--- config.mk ---
export PLATFORM = sky130hd
export DESIGN_NAME = round_robin_slice_scheduler
export DESIGN_NICKNAME = d
export VERILOG_FILES = /design/src/hw/rtl/rrss_pkg.sv /design/src/hw/rtl/rrss_burst_ram.sv /design/src/hw/rtl/rrss_alu.sv /design/src/hw/rtl/rrss_seq.sv /design/src/hw/rtl/round_robin_slice_scheduler.sv
export SDC_FILE = /design/constraint.sdc
export NUM_CORES = 1
export LEC_CHECK = 0
export ABC_AREA = 1
export BUFFER_PORTS_ARGS = -buffer_cell sky130_fd_sc_hd__buf_2
export CELL_PAD_IN_SITES_DETAIL_PLACEMENT = 0
export CELL_PAD_IN_SITES_GLOBAL_PLACEMENT = 1
export CORE_MARGIN = 3
export CORE_UTILIZATION = 54
export DETAILED_ROUTE_END_ITERATION = 8
export PLACE_DENSITY = 0.83
export SLEW_MARGIN = 5
export SYNTH_ARGS = -nofsm -noshare
export SYNTH_HDL_FRONTEND = slang
export SYNTH_SLANG_ARGS = --single-unit
--- constraint.sdc ---
create_clock -name clk -period 11.1 [get_ports clk]
set_input_delay 1.665 -clock clk [delete_from_list [all_inputs] [get_ports clk]]
set_output_delay 1.665 -clock clk [all_outputs]
set_load 0.005 [all_outputs]
--- src/hw/rtl/rrss_pkg.sv ---
// Package for the round-robin slice scheduler: payload structs, request and result codes,
// sequencer states and the control and status structs shared by the sequencer and datapath.
// No dependencies.
package rrss_pkg;

  localparam int MAX_JOBS_DEF = 16;
  localparam int BURST_W      = 16;
  localparam int TIME_W       = 20;
  localparam int JOB_IDX_W    = 4;

  localparam logic [BURST_W-1:0] QUANTUM_RST = 16'd4;

  localparam logic [1:0] REQ_LOAD  = 2'd0;
  localparam logic [1:0] REQ_SLICE = 2'd1;
  localparam logic [1:0] REQ_CLEAR = 2'd2;

  localparam logic [1:0] KIND_LOADED = 2'd0;
  localparam logic [1:0] KIND_SLICE  = 2'd1;
  localparam logic [1:0] KIND_NONE   = 2'd2;
  localparam logic [1:0] KIND_FULL   = 2'd3;

  typedef struct packed {
    logic [1:0]         req_type;
    logic [BURST_W-1:0] burst;
  } req_t;

  typedef struct packed {
    logic [1:0]           kind;
    logic [JOB_IDX_W-1:0] job_index;
    logic [TIME_W-1:0]    slice_end_time;
    logic                 job_finished;
    logic [TIME_W-1:0]    waiting_time;
    logic                 all_done;
  } res_t;

  typedef enum logic [2:0] {
    ST_IDLE,
    ST_READ,
    ST_SCAN,
    ST_ADD,
    ST_FIN
  } state_t;

  typedef enum logic {
    ALU_ADD,
    ALU_SUB
  } alu_op_t;

  typedef enum logic [1:0] {
    SEL_REM_QUANTUM,
    SEL_TIME_RUN,
    SEL_TIME_ORIG
  } alu_sel_t;

  typedef struct packed {
    logic full;
    logic no_work;
    logic rem_zero;
  } seq_stat_t;

  typedef struct packed {
    logic     busy;
    logic     ld_ok;
    logic     ld_full;
    logic     clr;
    logic     nop;
    logic     slice_go;
    logic     rd;
    logic     skip;
    logic     sub_q;
    logic     add;
    logic     fin;
    alu_op_t  alu_op;
    alu_sel_t alu_sel;
  } seq_ctrl_t;

endpackage

--- src/hw/rtl/rrss_burst_ram.sv ---
// Burst store of the round-robin slice scheduler: one write port, one registered read port.
// Depends on nothing; sized by its parameters.
module rrss_burst_ram #(
  parameter int DEPTH = 16,
  parameter int WIDTH = 32
) (
  input  logic                     clk,
  input  logic                     we,
  input  logic [$clog2(DEPTH)-1:0] waddr,
  input  logic [WIDTH-1:0]         wdata,
  input  logic                     re,
  input  logic [$clog2(DEPTH)-1:0] raddr,
  output logic [WIDTH-1:0]         rdata
);

  logic [WIDTH-1:0] mem [DEPTH];

  always_ff @(posedge clk) begin
    if (we) begin
      mem[waddr] <= wdata;
    end
  end

  always_ff @(posedge clk) begin
    if (re) begin
      rdata <= mem[raddr];
    end
  end

endmodule

--- src/hw/rtl/rrss_alu.sv ---
// Shared add and subtract unit of the round-robin slice scheduler.
// Depends on rrss_pkg for the operation codes and widths.
module rrss_alu (
  input  rrss_pkg::alu_op_t               op,
  input  logic [rrss_pkg::TIME_W-1:0]     a,
  input  logic [rrss_pkg::TIME_W-1:0]     b,
  output logic [rrss_pkg::TIME_W-1:0]     res,
  output logic                            borrow
);

  logic [rrss_pkg::TIME_W:0] full;

  always_comb begin
    case (op)
      rrss_pkg::ALU_SUB: full = {1'b0, a} - {1'b0, b};
      rrss_pkg::ALU_ADD: full = {1'b0, a} + {1'b0, b};
      default:           full = {1'b0, a} + {1'b0, b};
    endcase
  end

  assign res    = full[rrss_pkg::TIME_W-1:0];
  assign borrow = full[rrss_pkg::TIME_W];

endmodule

--- src/hw/rtl/rrss_seq.sv ---
// Sequencer of the round-robin slice scheduler: decodes transactions and steps a slice
// through read, scan, time update and finish. Depends on rrss_pkg.
module rrss_seq (
  input  logic                clk,
  input  logic                rst,
  input  logic                start,
  input  logic [1:0]          req_type,
  input  rrss_pkg::seq_stat_t stat,
  output rrss_pkg::seq_ctrl_t ctrl
);

  rrss_pkg::state_t state;
  rrss_pkg::state_t state_next;

  always_ff @(posedge clk) begin
    if (rst) begin
      state <= rrss_pkg::ST_IDLE;
    end else begin
      state <= state_next;
    end
  end

  always_comb begin
    state_next = state;
    case (state)
      rrss_pkg::ST_IDLE: begin
        if (start && req_type == rrss_pkg::REQ_SLICE && !stat.no_work) begin
          state_next = rrss_pkg::ST_READ;
        end
      end
      rrss_pkg::ST_READ: state_next = rrss_pkg::ST_SCAN;
      rrss_pkg::ST_SCAN: begin
        if (stat.rem_zero) begin
          state_next = rrss_pkg::ST_READ;
        end else begin
          state_next = rrss_pkg::ST_ADD;
        end
      end
      rrss_pkg::ST_ADD: state_next = rrss_pkg::ST_FIN;
      rrss_pkg::ST_FIN: state_next = rrss_pkg::ST_IDLE;
      default:          state_next = rrss_pkg::ST_IDLE;
    endcase
  end

  always_comb begin
    ctrl         = '0;
    ctrl.alu_op  = rrss_pkg::ALU_SUB;
    ctrl.alu_sel = rrss_pkg::SEL_REM_QUANTUM;
    case (state)
      rrss_pkg::ST_IDLE: begin
        if (start) begin
          case (req_type)
            rrss_pkg::REQ_LOAD: begin
              ctrl.ld_ok   = !stat.full;
              ctrl.ld_full = stat.full;
            end
            rrss_pkg::REQ_CLEAR: ctrl.clr = 1'b1;
            rrss_pkg::REQ_SLICE: begin
              ctrl.slice_go = !stat.no_work;
              ctrl.nop      = stat.no_work;
            end
            default: ctrl.nop = 1'b1;
          endcase
        end
      end
      rrss_pkg::ST_READ: begin
        ctrl.busy = 1'b1;
        ctrl.rd   = 1'b1;
      end
      rrss_pkg::ST_SCAN: begin
        ctrl.busy  = 1'b1;
        ctrl.skip  = stat.rem_zero;
        ctrl.sub_q = !stat.rem_zero;
      end
      rrss_pkg::ST_ADD: begin
        ctrl.busy    = 1'b1;
        ctrl.add     = 1'b1;
        ctrl.alu_op  = rrss_pkg::ALU_ADD;
        ctrl.alu_sel = rrss_pkg::SEL_TIME_RUN;
      end
      rrss_pkg::ST_FIN: begin
        ctrl.busy    = 1'b1;
        ctrl.fin     = 1'b1;
        ctrl.alu_sel = rrss_pkg::SEL_TIME_ORIG;
      end
      default: ctrl.busy = 1'b0;
    endcase
  end

endmodule

--- src/hw/rtl/round_robin_slice_scheduler.sv ---
// Top level of the round-robin slice scheduler: job counters, running time and result register.
// Depends on rrss_pkg, rrss_burst_ram, rrss_alu and rrss_seq.
//
// Usage. A transaction is taken when start is high and busy is low; req carries the request
// type and, for a load, the burst length. The user must write the quantum register through
// cfg_we and cfg_wdata only while idle, which the block does not check; a quantum of zero acts as one.
// Every transaction yields exactly one result: result_valid is high for one cycle and result
// holds the fields in that cycle. The receiver cannot stall, so nothing is ever held back.
// Load, clear, reserved and empty slice requests finish in the accepting cycle, and their
// result appears in the following cycle; busy stays low, so one may be taken every cycle.
// A slice request holds busy through read, scan, add and finish, repeating read and scan for each
// finished job the scan passes over; each burst store read spans address, then registered data.
// Its result appears in the first cycle of low busy, when a new transaction may already enter.
// The shared adder computes remainder minus quantum, then the new time, then the waiting time.
// Reset clears the batch, the time and the sequencer, and sets the quantum to four. The burst
// store has no reset; only entries that were loaded are ever read.
module round_robin_slice_scheduler #(
  parameter int MAX_JOBS = rrss_pkg::MAX_JOBS_DEF
) (
  input  logic                         clk,
  input  logic                         rst,
  input  logic                         start,
  output logic                         busy,
  input  rrss_pkg::req_t               req,
  input  logic                         cfg_we,
  input  logic [rrss_pkg::BURST_W-1:0] cfg_wdata,
  output logic                         result_valid,
  output rrss_pkg::res_t               result
);

  localparam int IDX_W = $clog2(MAX_JOBS);
  localparam int CNT_W = $clog2(MAX_JOBS + 1);
  localparam int BW    = rrss_pkg::BURST_W;
  localparam int TW    = rrss_pkg::TIME_W;

  logic [BW-1:0]    quantum;
  logic [CNT_W-1:0] jobs_loaded;
  logic [CNT_W-1:0] jobs_loaded_next;
  logic [CNT_W-1:0] jobs_unfinished;
  logic [CNT_W-1:0] jobs_unfinished_next;
  logic [IDX_W-1:0] next_position;
  logic [TW-1:0]    current_time;
  logic [IDX_W-1:0] idx;
  logic [BW-1:0]    run;
  logic [BW-1:0]    new_rem;
  rrss_pkg::res_t   result_next;

  rrss_pkg::seq_stat_t stat;
  rrss_pkg::seq_ctrl_t ctrl;

  logic             ram_we;
  logic [IDX_W-1:0] ram_waddr;
  logic [2*BW-1:0]  ram_wdata;
  logic [2*BW-1:0]  ram_rdata;
  logic [BW-1:0]    rd_orig;
  logic [BW-1:0]    rd_rem;

  logic [TW-1:0]    alu_a;
  logic [TW-1:0]    alu_b;
  logic [TW-1:0]    alu_res;
  logic             alu_borrow;
  logic [BW-1:0]    q_eff;

  logic [CNT_W-1:0] idx_inc;
  logic [IDX_W-1:0] idx_wrap;

  assign rd_orig = ram_rdata[2*BW-1:BW];
  assign rd_rem  = ram_rdata[BW-1:0];
  assign q_eff   = (quantum == '0) ? BW'(1) : quantum;

  assign idx_inc  = CNT_W'(idx) + CNT_W'(1);
  assign idx_wrap = (idx_inc == jobs_loaded) ? '0 : IDX_W'(idx_inc);

  assign stat.full     = (jobs_loaded == CNT_W'(MAX_JOBS));
  assign stat.no_work  = (jobs_unfinished == '0) || (jobs_loaded == '0);
  assign stat.rem_zero = (rd_rem == '0);

  assign busy = ctrl.busy;

  rrss_seq u_seq (
    .clk      (clk),
    .rst      (rst),
    .start    (start),
    .req_type (req.req_type),
    .stat     (stat),
    .ctrl     (ctrl)
  );

  always_comb begin
    case (ctrl.alu_sel)
      rrss_pkg::SEL_REM_QUANTUM: begin
        alu_a = TW'(rd_rem);
        alu_b = TW'(q_eff);
      end
      rrss_pkg::SEL_TIME_RUN: begin
        alu_a = current_time;
        alu_b = TW'(run);
      end
      rrss_pkg::SEL_TIME_ORIG: begin
        alu_a = current_time;
        alu_b = TW'(rd_orig);
      end
      default: begin
        alu_a = current_time;
        alu_b = '0;
      end
    endcase
  end

  rrss_alu u_alu (
    .op     (ctrl.alu_op),
    .a      (alu_a),
    .b      (alu_b),
    .res    (alu_res),
    .borrow (alu_borrow)
  );

  always_comb begin
    ram_we    = 1'b0;
    ram_waddr = idx;
    ram_wdata = {rd_orig, new_rem};
    if (ctrl.ld_ok) begin
      ram_we    = 1'b1;
      ram_waddr = IDX_W'(jobs_loaded);
      ram_wdata = {req.burst, req.burst};
    end else if (ctrl.fin) begin
      ram_we = 1'b1;
    end
  end

  rrss_burst_ram #(
    .DEPTH (MAX_JOBS),
    .WIDTH (2 * BW)
  ) u_ram (
    .clk   (clk),
    .we    (ram_we),
    .waddr (ram_waddr),
    .wdata (ram_wdata),
    .re    (ctrl.rd),
    .raddr (idx),
    .rdata (ram_rdata)
  );

  always_comb begin
    jobs_loaded_next     = jobs_loaded;
    jobs_unfinished_next = jobs_unfinished;
    if (ctrl.clr) begin
      jobs_loaded_next     = '0;
      jobs_unfinished_next = '0;
    end else if (ctrl.ld_ok) begin
      jobs_loaded_next = jobs_loaded + CNT_W'(1);
      if (req.burst != '0) begin
        jobs_unfinished_next = jobs_unfinished + CNT_W'(1);
      end
    end else if (ctrl.fin && new_rem == '0) begin
      jobs_unfinished_next = jobs_unfinished - CNT_W'(1);
    end
  end

  always_comb begin
    result_next          = '0;
    result_next.kind     = rrss_pkg::KIND_NONE;
    result_next.all_done = (jobs_unfinished_next == '0);
    if (ctrl.ld_ok) begin
      result_next.kind      = rrss_pkg::KIND_LOADED;
      result_next.job_index = rrss_pkg::JOB_IDX_W'(jobs_loaded);
    end else if (ctrl.ld_full) begin
      result_next.kind = rrss_pkg::KIND_FULL;
    end else if (ctrl.fin) begin
      result_next.kind           = rrss_pkg::KIND_SLICE;
      result_next.job_index      = rrss_pkg::JOB_IDX_W'(idx);
      result_next.slice_end_time = current_time;
      result_next.job_finished   = (new_rem == '0);
      result_next.waiting_time   = (new_rem == '0) ? alu_res : '0;
    end
  end

  always_ff @(posedge clk) begin
    if (rst) begin
      quantum         <= rrss_pkg::QUANTUM_RST;
      jobs_loaded     <= '0;
      jobs_unfinished <= '0;
      next_position   <= '0;
      current_time    <= '0;
      result_valid    <= 1'b0;
    end else begin
      if (cfg_we) begin
        quantum <= cfg_wdata;
      end
      jobs_loaded     <= jobs_loaded_next;
      jobs_unfinished <= jobs_unfinished_next;
      if (ctrl.clr) begin
        next_position <= '0;
        current_time  <= '0;
      end else begin
        if (ctrl.fin) begin
          next_position <= idx_wrap;
        end
        if (ctrl.add) begin
          current_time <= alu_res;
        end
      end
      result_valid <= ctrl.ld_ok || ctrl.ld_full || ctrl.clr || ctrl.nop || ctrl.fin;
    end
  end

  always_ff @(posedge clk) begin
    if (ctrl.slice_go) begin
      idx <= next_position;
    end else if (ctrl.skip) begin
      idx <= idx_wrap;
    end
    if (ctrl.sub_q) begin
      if (alu_borrow) begin
        run     <= rd_rem;
        new_rem <= '0;
      end else begin
        run     <= q_eff;
        new_rem <= alu_res[BW-1:0];
      end
    end
    result <= result_next;
  end

`ifndef SYNTH
  a_result_not_busy: assert property (@(posedge clk) disable iff (rst)
    result_valid |-> !busy)
    else $error("A result was presented while a slice was still in progress.");

  a_unfinished_le_loaded: assert property (@(posedge clk) disable iff (rst)
    jobs_unfinished <= jobs_loaded)
    else $error("More unfinished jobs than loaded jobs.");

  a_position_in_batch: assert property (@(posedge clk) disable iff (rst)
    (jobs_loaded == '0 && next_position == '0) || (CNT_W'(next_position) < jobs_loaded))
    else $error("The next position lies outside the loaded batch.");

  a_accept_progress: assert property (@(posedge clk) disable iff (rst)
    (start && !busy) |=> (result_valid || busy))
    else $error("An accepted transaction neither produced a result nor started a slice.");
`endif

endmodule
After elaboration in Yosys (flattened, before gate mapping)
Memories as Yosys holds them, arrays and structs flattened. A register that Yosys moved wholly into a read port is not among the register bits. Cells that the tools add are included.

Add/sub/neg operators: 6. Bitwise logic cells: 2. Reductions and logical operators: 27. Mux-type cells: 39. Eq/ne operators: 11.

Operators with widths (count): $logic_not A16 Y1 (3); $pmux W16 S3 (1); $mux W47 (1); $mux W45 (1); $pmux W21 S2 (1); $mux W20 (2); $mux W16 (2); $mux W32 (1); $mux W5 (6); $add A20 B16 Y21 (1); $sub A20 B16 Y21 (1); $mux W4 (5); $reduce_bool A16 Y1 (1); $logic_not A5 Y1 (3); $pmux W3 S4 (1); $mux W1 (11); $add A5 B1 Y5 const B (2); $mux W2 (4); $reduce_or A4 Y1 (2); $eq A3 B2 Y1 const B (2); $add A4 B1 Y5 const B (1); $eq A5 B5 Y1 (1); $eq A5 B5 Y1 const B (1); $logic_or A1 B1 Y1 (5); 17 further kinds (26).

Flip-flop bits (word level): 138. Bits of input ports: 38. Memory bits (writable): 512. Memories: 1. Output and inout bits: 50. Word-level logic and storage cells: 102.

Memories: u_ram.mem (words 16, width 32, rd ports 1, clocked after Yosys merged registers in 1, write ports 1, line rrss_burst_ram.sv:16) `logic [WIDTH-1:0] mem [DEPTH];`.

Longest topological paths before layout
Depth in word-level cells: 10. Mapped depth: 31. Gate-level depth less buffers: 28.

Modules after synthesis
Synthesis repeated with hierarchy kept, for this count alone.

Cell total of the unflattened synthesis: 3320. Area total of the unflattened synthesis: 31237.5 um^2.

Modules (own cells, without submodules): rrss_burst_ram (cells an instance 2120, seq. area each 16335.7 um^2, area an instance 23050.9 um^2, instances 1); round_robin_slice_scheduler (cells an instance 776, seq. area each 3062.9 um^2, area an instance 6019.5 um^2, instances 1); rrss_alu (cells an instance 382, seq. area each 0.0 um^2, area an instance 1923.1 um^2, instances 1); rrss_seq (cells an instance 42, seq. area each 60.1 um^2, area an instance 244.0 um^2, instances 1).

Worst setup path before layout
OpenSTA, ideal clock, no wires.

Path kind: register to output. Start point: register u_seq.state[0]. End point: output port busy. Data required time: 9.435 ns. Data arrival time: 3.154 ns. Stages on the path, launching flop included: 5. Path buffers: 0. Slack: 6.281 ns. Cells stage by stage: dfxtp_1 inv_1 nor3_1 nor2_1 nand2_1.

Cells in the longest elaborated chain, start to end: 3. Elaborated cells between the ends (all ways): 6. Those cells by class: 4 x eq/ne; 1 x mux; 1 x reduce/logical.

RTL lines: start, declared (line rrss_seq.sv:12) `rrss_pkg::state_t state;`; start signal, assigned (line rrss_seq.sv:17) `state <= rrss_pkg::ST_IDLE;`; start signal, assigned (line rrss_seq.sv:19) `state <= state_next;`; $eq A3 B1 Y1, or another cell as far along (line rrss_seq.sv:49) `case (state)`; $reduce_or A4 Y1 (no source line) *; $mux W1 * (line rrss_seq.sv:49); end, declared (line round_robin_slice_scheduler.sv:23) `output logic busy,`.

Mark *: on every way between the ends. The rest lies on a longest branch, timed or not.

Worst setup path after layout
Start point: register u_seq.state[2]. End point: register new_rem[3], data pin.

Cells in the longest elaborated chain, start to end: 6. Elaborated cells between the ends (all ways): 12. Those cells by class: 2 x add/sub; 4 x eq/ne; 5 x mux; 1 x reduce/logical.

RTL lines: $eq A3 B3 Y1 / $eq A3 B2 Y1 (equally long branches) (line rrss_seq.sv:49); $pmux W2 S2 (line rrss_seq.sv:49); $eq A2 B2 Y1, or another cell as far along (line round_robin_slice_scheduler.sv:90) `case (ctrl.alu_sel)`; $pmux W16 S3 / $mux W20 (equally long branches) (line round_robin_slice_scheduler.sv:90); $add A20 B16 Y21 / $sub A20 B16 Y21 (equally long branches) (line rrss_alu.sv:16, rrss_alu.sv:15); $pmux W21 S2 * (line rrss_alu.sv:14) `case (op)`; end signal, assigned (line round_robin_slice_scheduler.sv:219) `new_rem <= alu_res[BW-1:0];`; end, declared (line round_robin_slice_scheduler.sv:45) `logic [BW-1:0] new_rem;`.

Marked as above. A chain may end at the register's enable or synchronous reset.

==> flow_metrics.py <==
metrics = {
    "run_status": {
        "status": "complete, no violations",
    },
    "power": {
        "p_clk_frac": 0.399,
        "cellPowerDensity_nw_per_um2": 173.9,
        "switchingPower_mw": 1.338,
        "p_int_mw": 4.214,
        "p_seq_frac": 0.522,
        "power_mw": 5.552,
        "ir_worst_vdd_mv": 0.1382,
        "power_leakage_nw": 11.74,
        "p_sw_frac": 0.2410,
        "combPwrFrac": 0.079,
    },
    "setup_path": {
        "critPathLaunchType": "register",
        "worst-path-buf-inv": 7,
        "cp_top_family": "simple AND/OR/NAND/NOR gates",
        "endpoint_kind": "register",
        "path_max_fanout": 25,
        "critical-path-max-stage-delay_ns": 0.63,
        "cp-startpoint": "u_seq.state[2]",
        "rr_startpoint": "u_seq.state[2]",
        "cp_data_arrival_time_ns": 5.54,
        "cp_slowest_cell": "inv_1",
        "worst_ep_required_time_ns": 11.45,
        "cpMostUsedCell": "nand2_1",
        "critical_path_class": "reg -> reg",
    },
    "placed_design": {
        "numPortBuffers": 87,
        "place_ws_ns": 5.754,
        "dpl.hpwl_um": 48920,
        "place.gp.congestion": 0.9307,
    },
    "floorplanning": {
        "dieArea_um2": 55910,
        "start_util": 0.5523,
        "core_area_um2": 51920,
        "die_h_um": 236.5,
        "io_pins": 88,
        "rows": 83,
        "dieWidth_um": 236.5,
    },
    "final_layout": {
        "n_fill_cell": 4142,
        "area_growth_pct": 11.33,
        "drive_gt1_frac": 0.1006,
        "final_common_cell": "edfxtp_1",
        "mostFrequentLayoutCells": "edfxtp_1 (580), nand2_1 (488), nor2_1 (289)",
        "nNetsFinal": 2739,
    },
    "timing": {
        "setup_violations": 0,
        "clock_skew_ns": 0.01953,
        "rsz0062_at_grt": "false",
        "period_minus_slack_ns": 5.188,
        "drv_slew": 0,
        "hold_ws_ns": 0.4498,
        "clock.fmax_mhz": 192.8,
        "min_period_over_period": 0.4674,
        "hold_viol": 0,
        "layout_setup_ws_ns": 5.912,
        "worst_pin_slew_ns": 1.272,
        "setup_tns_ns": 0,
        "slew_headroom": 0.1463,
    },
    "drt": {
        "viasPerCell": 5.950,
        "ant_nets": 0,
        "first_pass_iters": 5,
        "vias": 20260,
        "finalWirelength_um": 78620,
        "routedWlPerCell_um": 23.09,
        "drt-initial-drc-count": 2414,
        "drc_errors": 0,
    },
    "clock_network": {
        "cts_max_path_buffers": 3,
        "numCtsBuffers": 70,
        "hold_buffers": 0,
        "cts.clk_slew.worst_paths_ns": 0.06,
        "clock-sinks": 682,
        "cts_tree": "built",
        "cts_resized": 0,
        "clkLatencyLatePin_ns": 0.62,
        "cts_setup_buffers": 0,
        "cts_htree_levels": 3,
        "root_buffer": "clkbuf_16",
    },
    "logic_synthesis": {
        "synth_seq_cells": 682,
        "synth_edf_count": 580,
        "synth_xor_area_frac": 0.007329,
        "ys_types": 45,
        "syn_avg_cell_area_um2": 10.95,
        "synthMuxAreaShare": 0,
        "synth-simple-area-share": 0.1568,
        "yosys_warnings": 0,
        "synth-async-reset-ratio": 0,
        "synth_top_family_by_area": "simple AND/OR/NAND/NOR gates",
        "ys.flop_type": "edfxtp_1",
        "synthAdderAreaFrac": 0.01248,
        "synth_area_um2": 28680,
        "synth_nets": 2684,
        "synth-compound-area-share": 0.1011,
        "syn-instance-count": 2618,
        "ys_seq_area_frac": 0.6785,
    },
    "job": {
        "drv_cap": 0,
    },
    "hold_path": {
        "min_from": "current_time[1]",
        "hp-class": "reg -> reg",
    },
    "grt": {
        "grt_pass1_vias": 19630,
        "grt_antenna_before_repair": 2,
        "grt_pass1_wl_um": 117300,
        "grt_max_degree": 179,
        "grtUsageTotal": 0.2771,
        "gr-total-overflow": 0,
    },
}
sequential cells by signal, indices dropped and copies added (netlist names):
name,flops
u_ram.rdata,32
idx,4
jobs_loaded,5
result,48
u_ram.mem,512
jobs_unfinished,5
current_time,20
quantum,16
next_position,4
run,16
new_rem,16
u_seq.state,3
result_valid,1
stage by stage:
step	cells	utilization	area, µm²
final	3405	0.6149	31930
after global routing	3404	0.6149	31930
after CTS	3404	0.6149	31930
after detailed placement	3281	0.5735	29780
after global placement	3281	0.5735	29780
after floorplan	2618	-	28680
cell families (layout without fill, tap and decap cells):
group | after synthesis | count (layout)
AO/OA/AOI/OAI | 513 | 513
buffers and inverters | 310 | 416
other | 0 | 1
adder cells (fa/ha/maj) | 28 | 28
flip-flops | 682 | 682
XOR/XNOR | 24 | 24
AND/OR/NAND/NOR | 1061 | 1061
worst paths after layout:
check,end,slack (ns),cells after the start
setup reg to reg,new_rem[3],5.91,27
setup / recovery,new_rem[3],5.91,27
hold / removal,result[23],0.45,2
hold reg to reg,result[23],0.45,2
final cells by class:
type                            instances  area [µm²]  share of cell area
Antenna cell                            1       2.502          0.00007837
Inverter                              171       646.9             0.02026
Tap cell                              680       850.8             0.02665
Clock inverter                         34       264.0            0.008268
Clock buffer                           89        1886             0.05905
Timing Repair Buffer                  122       710.7             0.02226
Multi-Input combinational cell       1626        8112              0.2540
Sequential cell                       682       19460              0.6094
cell usage after synthesis (2+ instances only):
| cell | instances | area [µm²] |
|---|---|---|
| a21boi_0 | 2 | 15.01 |
| a21o_1 | 2 | 15.01 |
| a21oi_1 | 132 | 660.6 |
| a221oi_1 | 38 | 332.8 |
| a31oi_1 | 2 | 12.51 |
| and2_1 | 5 | 31.28 |
| buf_1 | 7 | 26.28 |
| buf_2 | 4 | 20.02 |
| buf_4 | 6 | 45.04 |
| buf_6 | 7 | 78.83 |
| clkbuf_1 | 114 | 427.9 |
| dfxtp_1 | 102 | 2042 |
| edfxtp_1 | 580 | 17420 |
| ha_1 | 27 | 337.8 |
| inv_1 | 166 | 623.1 |
| inv_2 | 4 | 15.01 |
| nand2_1 | 489 | 1836 |
| nand2_2 | 2 | 12.51 |
| nand2_4 | 5 | 56.30 |
| nand3_1 | 168 | 840.8 |
| nand3_2 | 3 | 30.03 |
| nand3_4 | 2 | 35.03 |
| nand4_1 | 44 | 275.3 |
| nor2_1 | 306 | 1149 |
| nor2_2 | 12 | 75.07 |
| nor2_4 | 3 | 33.78 |
| nor3_1 | 16 | 80.08 |
| nor4_1 | 3 | 18.77 |
| o211ai_1 | 5 | 37.54 |
| o21ai_0 | 260 | 1301 |
| o21bai_1 | 2 | 15.01 |
| o221ai_1 | 26 | 227.7 |
| o22ai_1 | 40 | 250.2 |
| xnor2_1 | 10 | 87.58 |
| xor2_1 | 14 | 122.6 |
layer usage:
metal  vias up  GRT usage  part of all wire
met5         -          0           0.00014
met4         2     0.1045             0.037
met3       180    0.05113             0.086
met2       900     0.4556              0.48
met1      9830     0.3703              0.40
li1       9349          -                 -
power by group through the flow:
stage | clock network, mW | logic, mW | registers (mW)
finish | 2.22 | 0.440 | 2.90
global route | 2.35 | 0.478 | 2.90
CTS | 2.24 | 0.435 | 2.90
detailed placement | 0 | 0.432 | 2.95
global placement | 0 | 0.425 | 2.95
floorplan | 0 | 0.274 | 2.93
worst reg2reg max path, cell delays in order (launching register included):
cell and delay, ns:
dfxtp_1 0.56, inv_2 0.14, nand3_4 0.20, nand2_2 0.22, inv_1 0.64, nand2_1 0.12, nand2_1 0.15, inv_1 0.06
ha_1 0.22, nand3_1 0.19, inv_1 0.09, nand2_1 0.11, nand2_1 0.10, nand2_1 0.09, nand2_1 0.05, nand2_1 0.07
inv_1 0.04, ha_1 0.32, nand2_1 0.12, inv_1 0.06, nand2_1 0.06, nand2_1 0.06, a21oi_1 0.16, nand3_1 0.23
inv_1 0.20, nand3_4 0.25, nand2_4 0.33, nor2_1 0.09
Note: power is estimated with default switching activity, not from simulation.
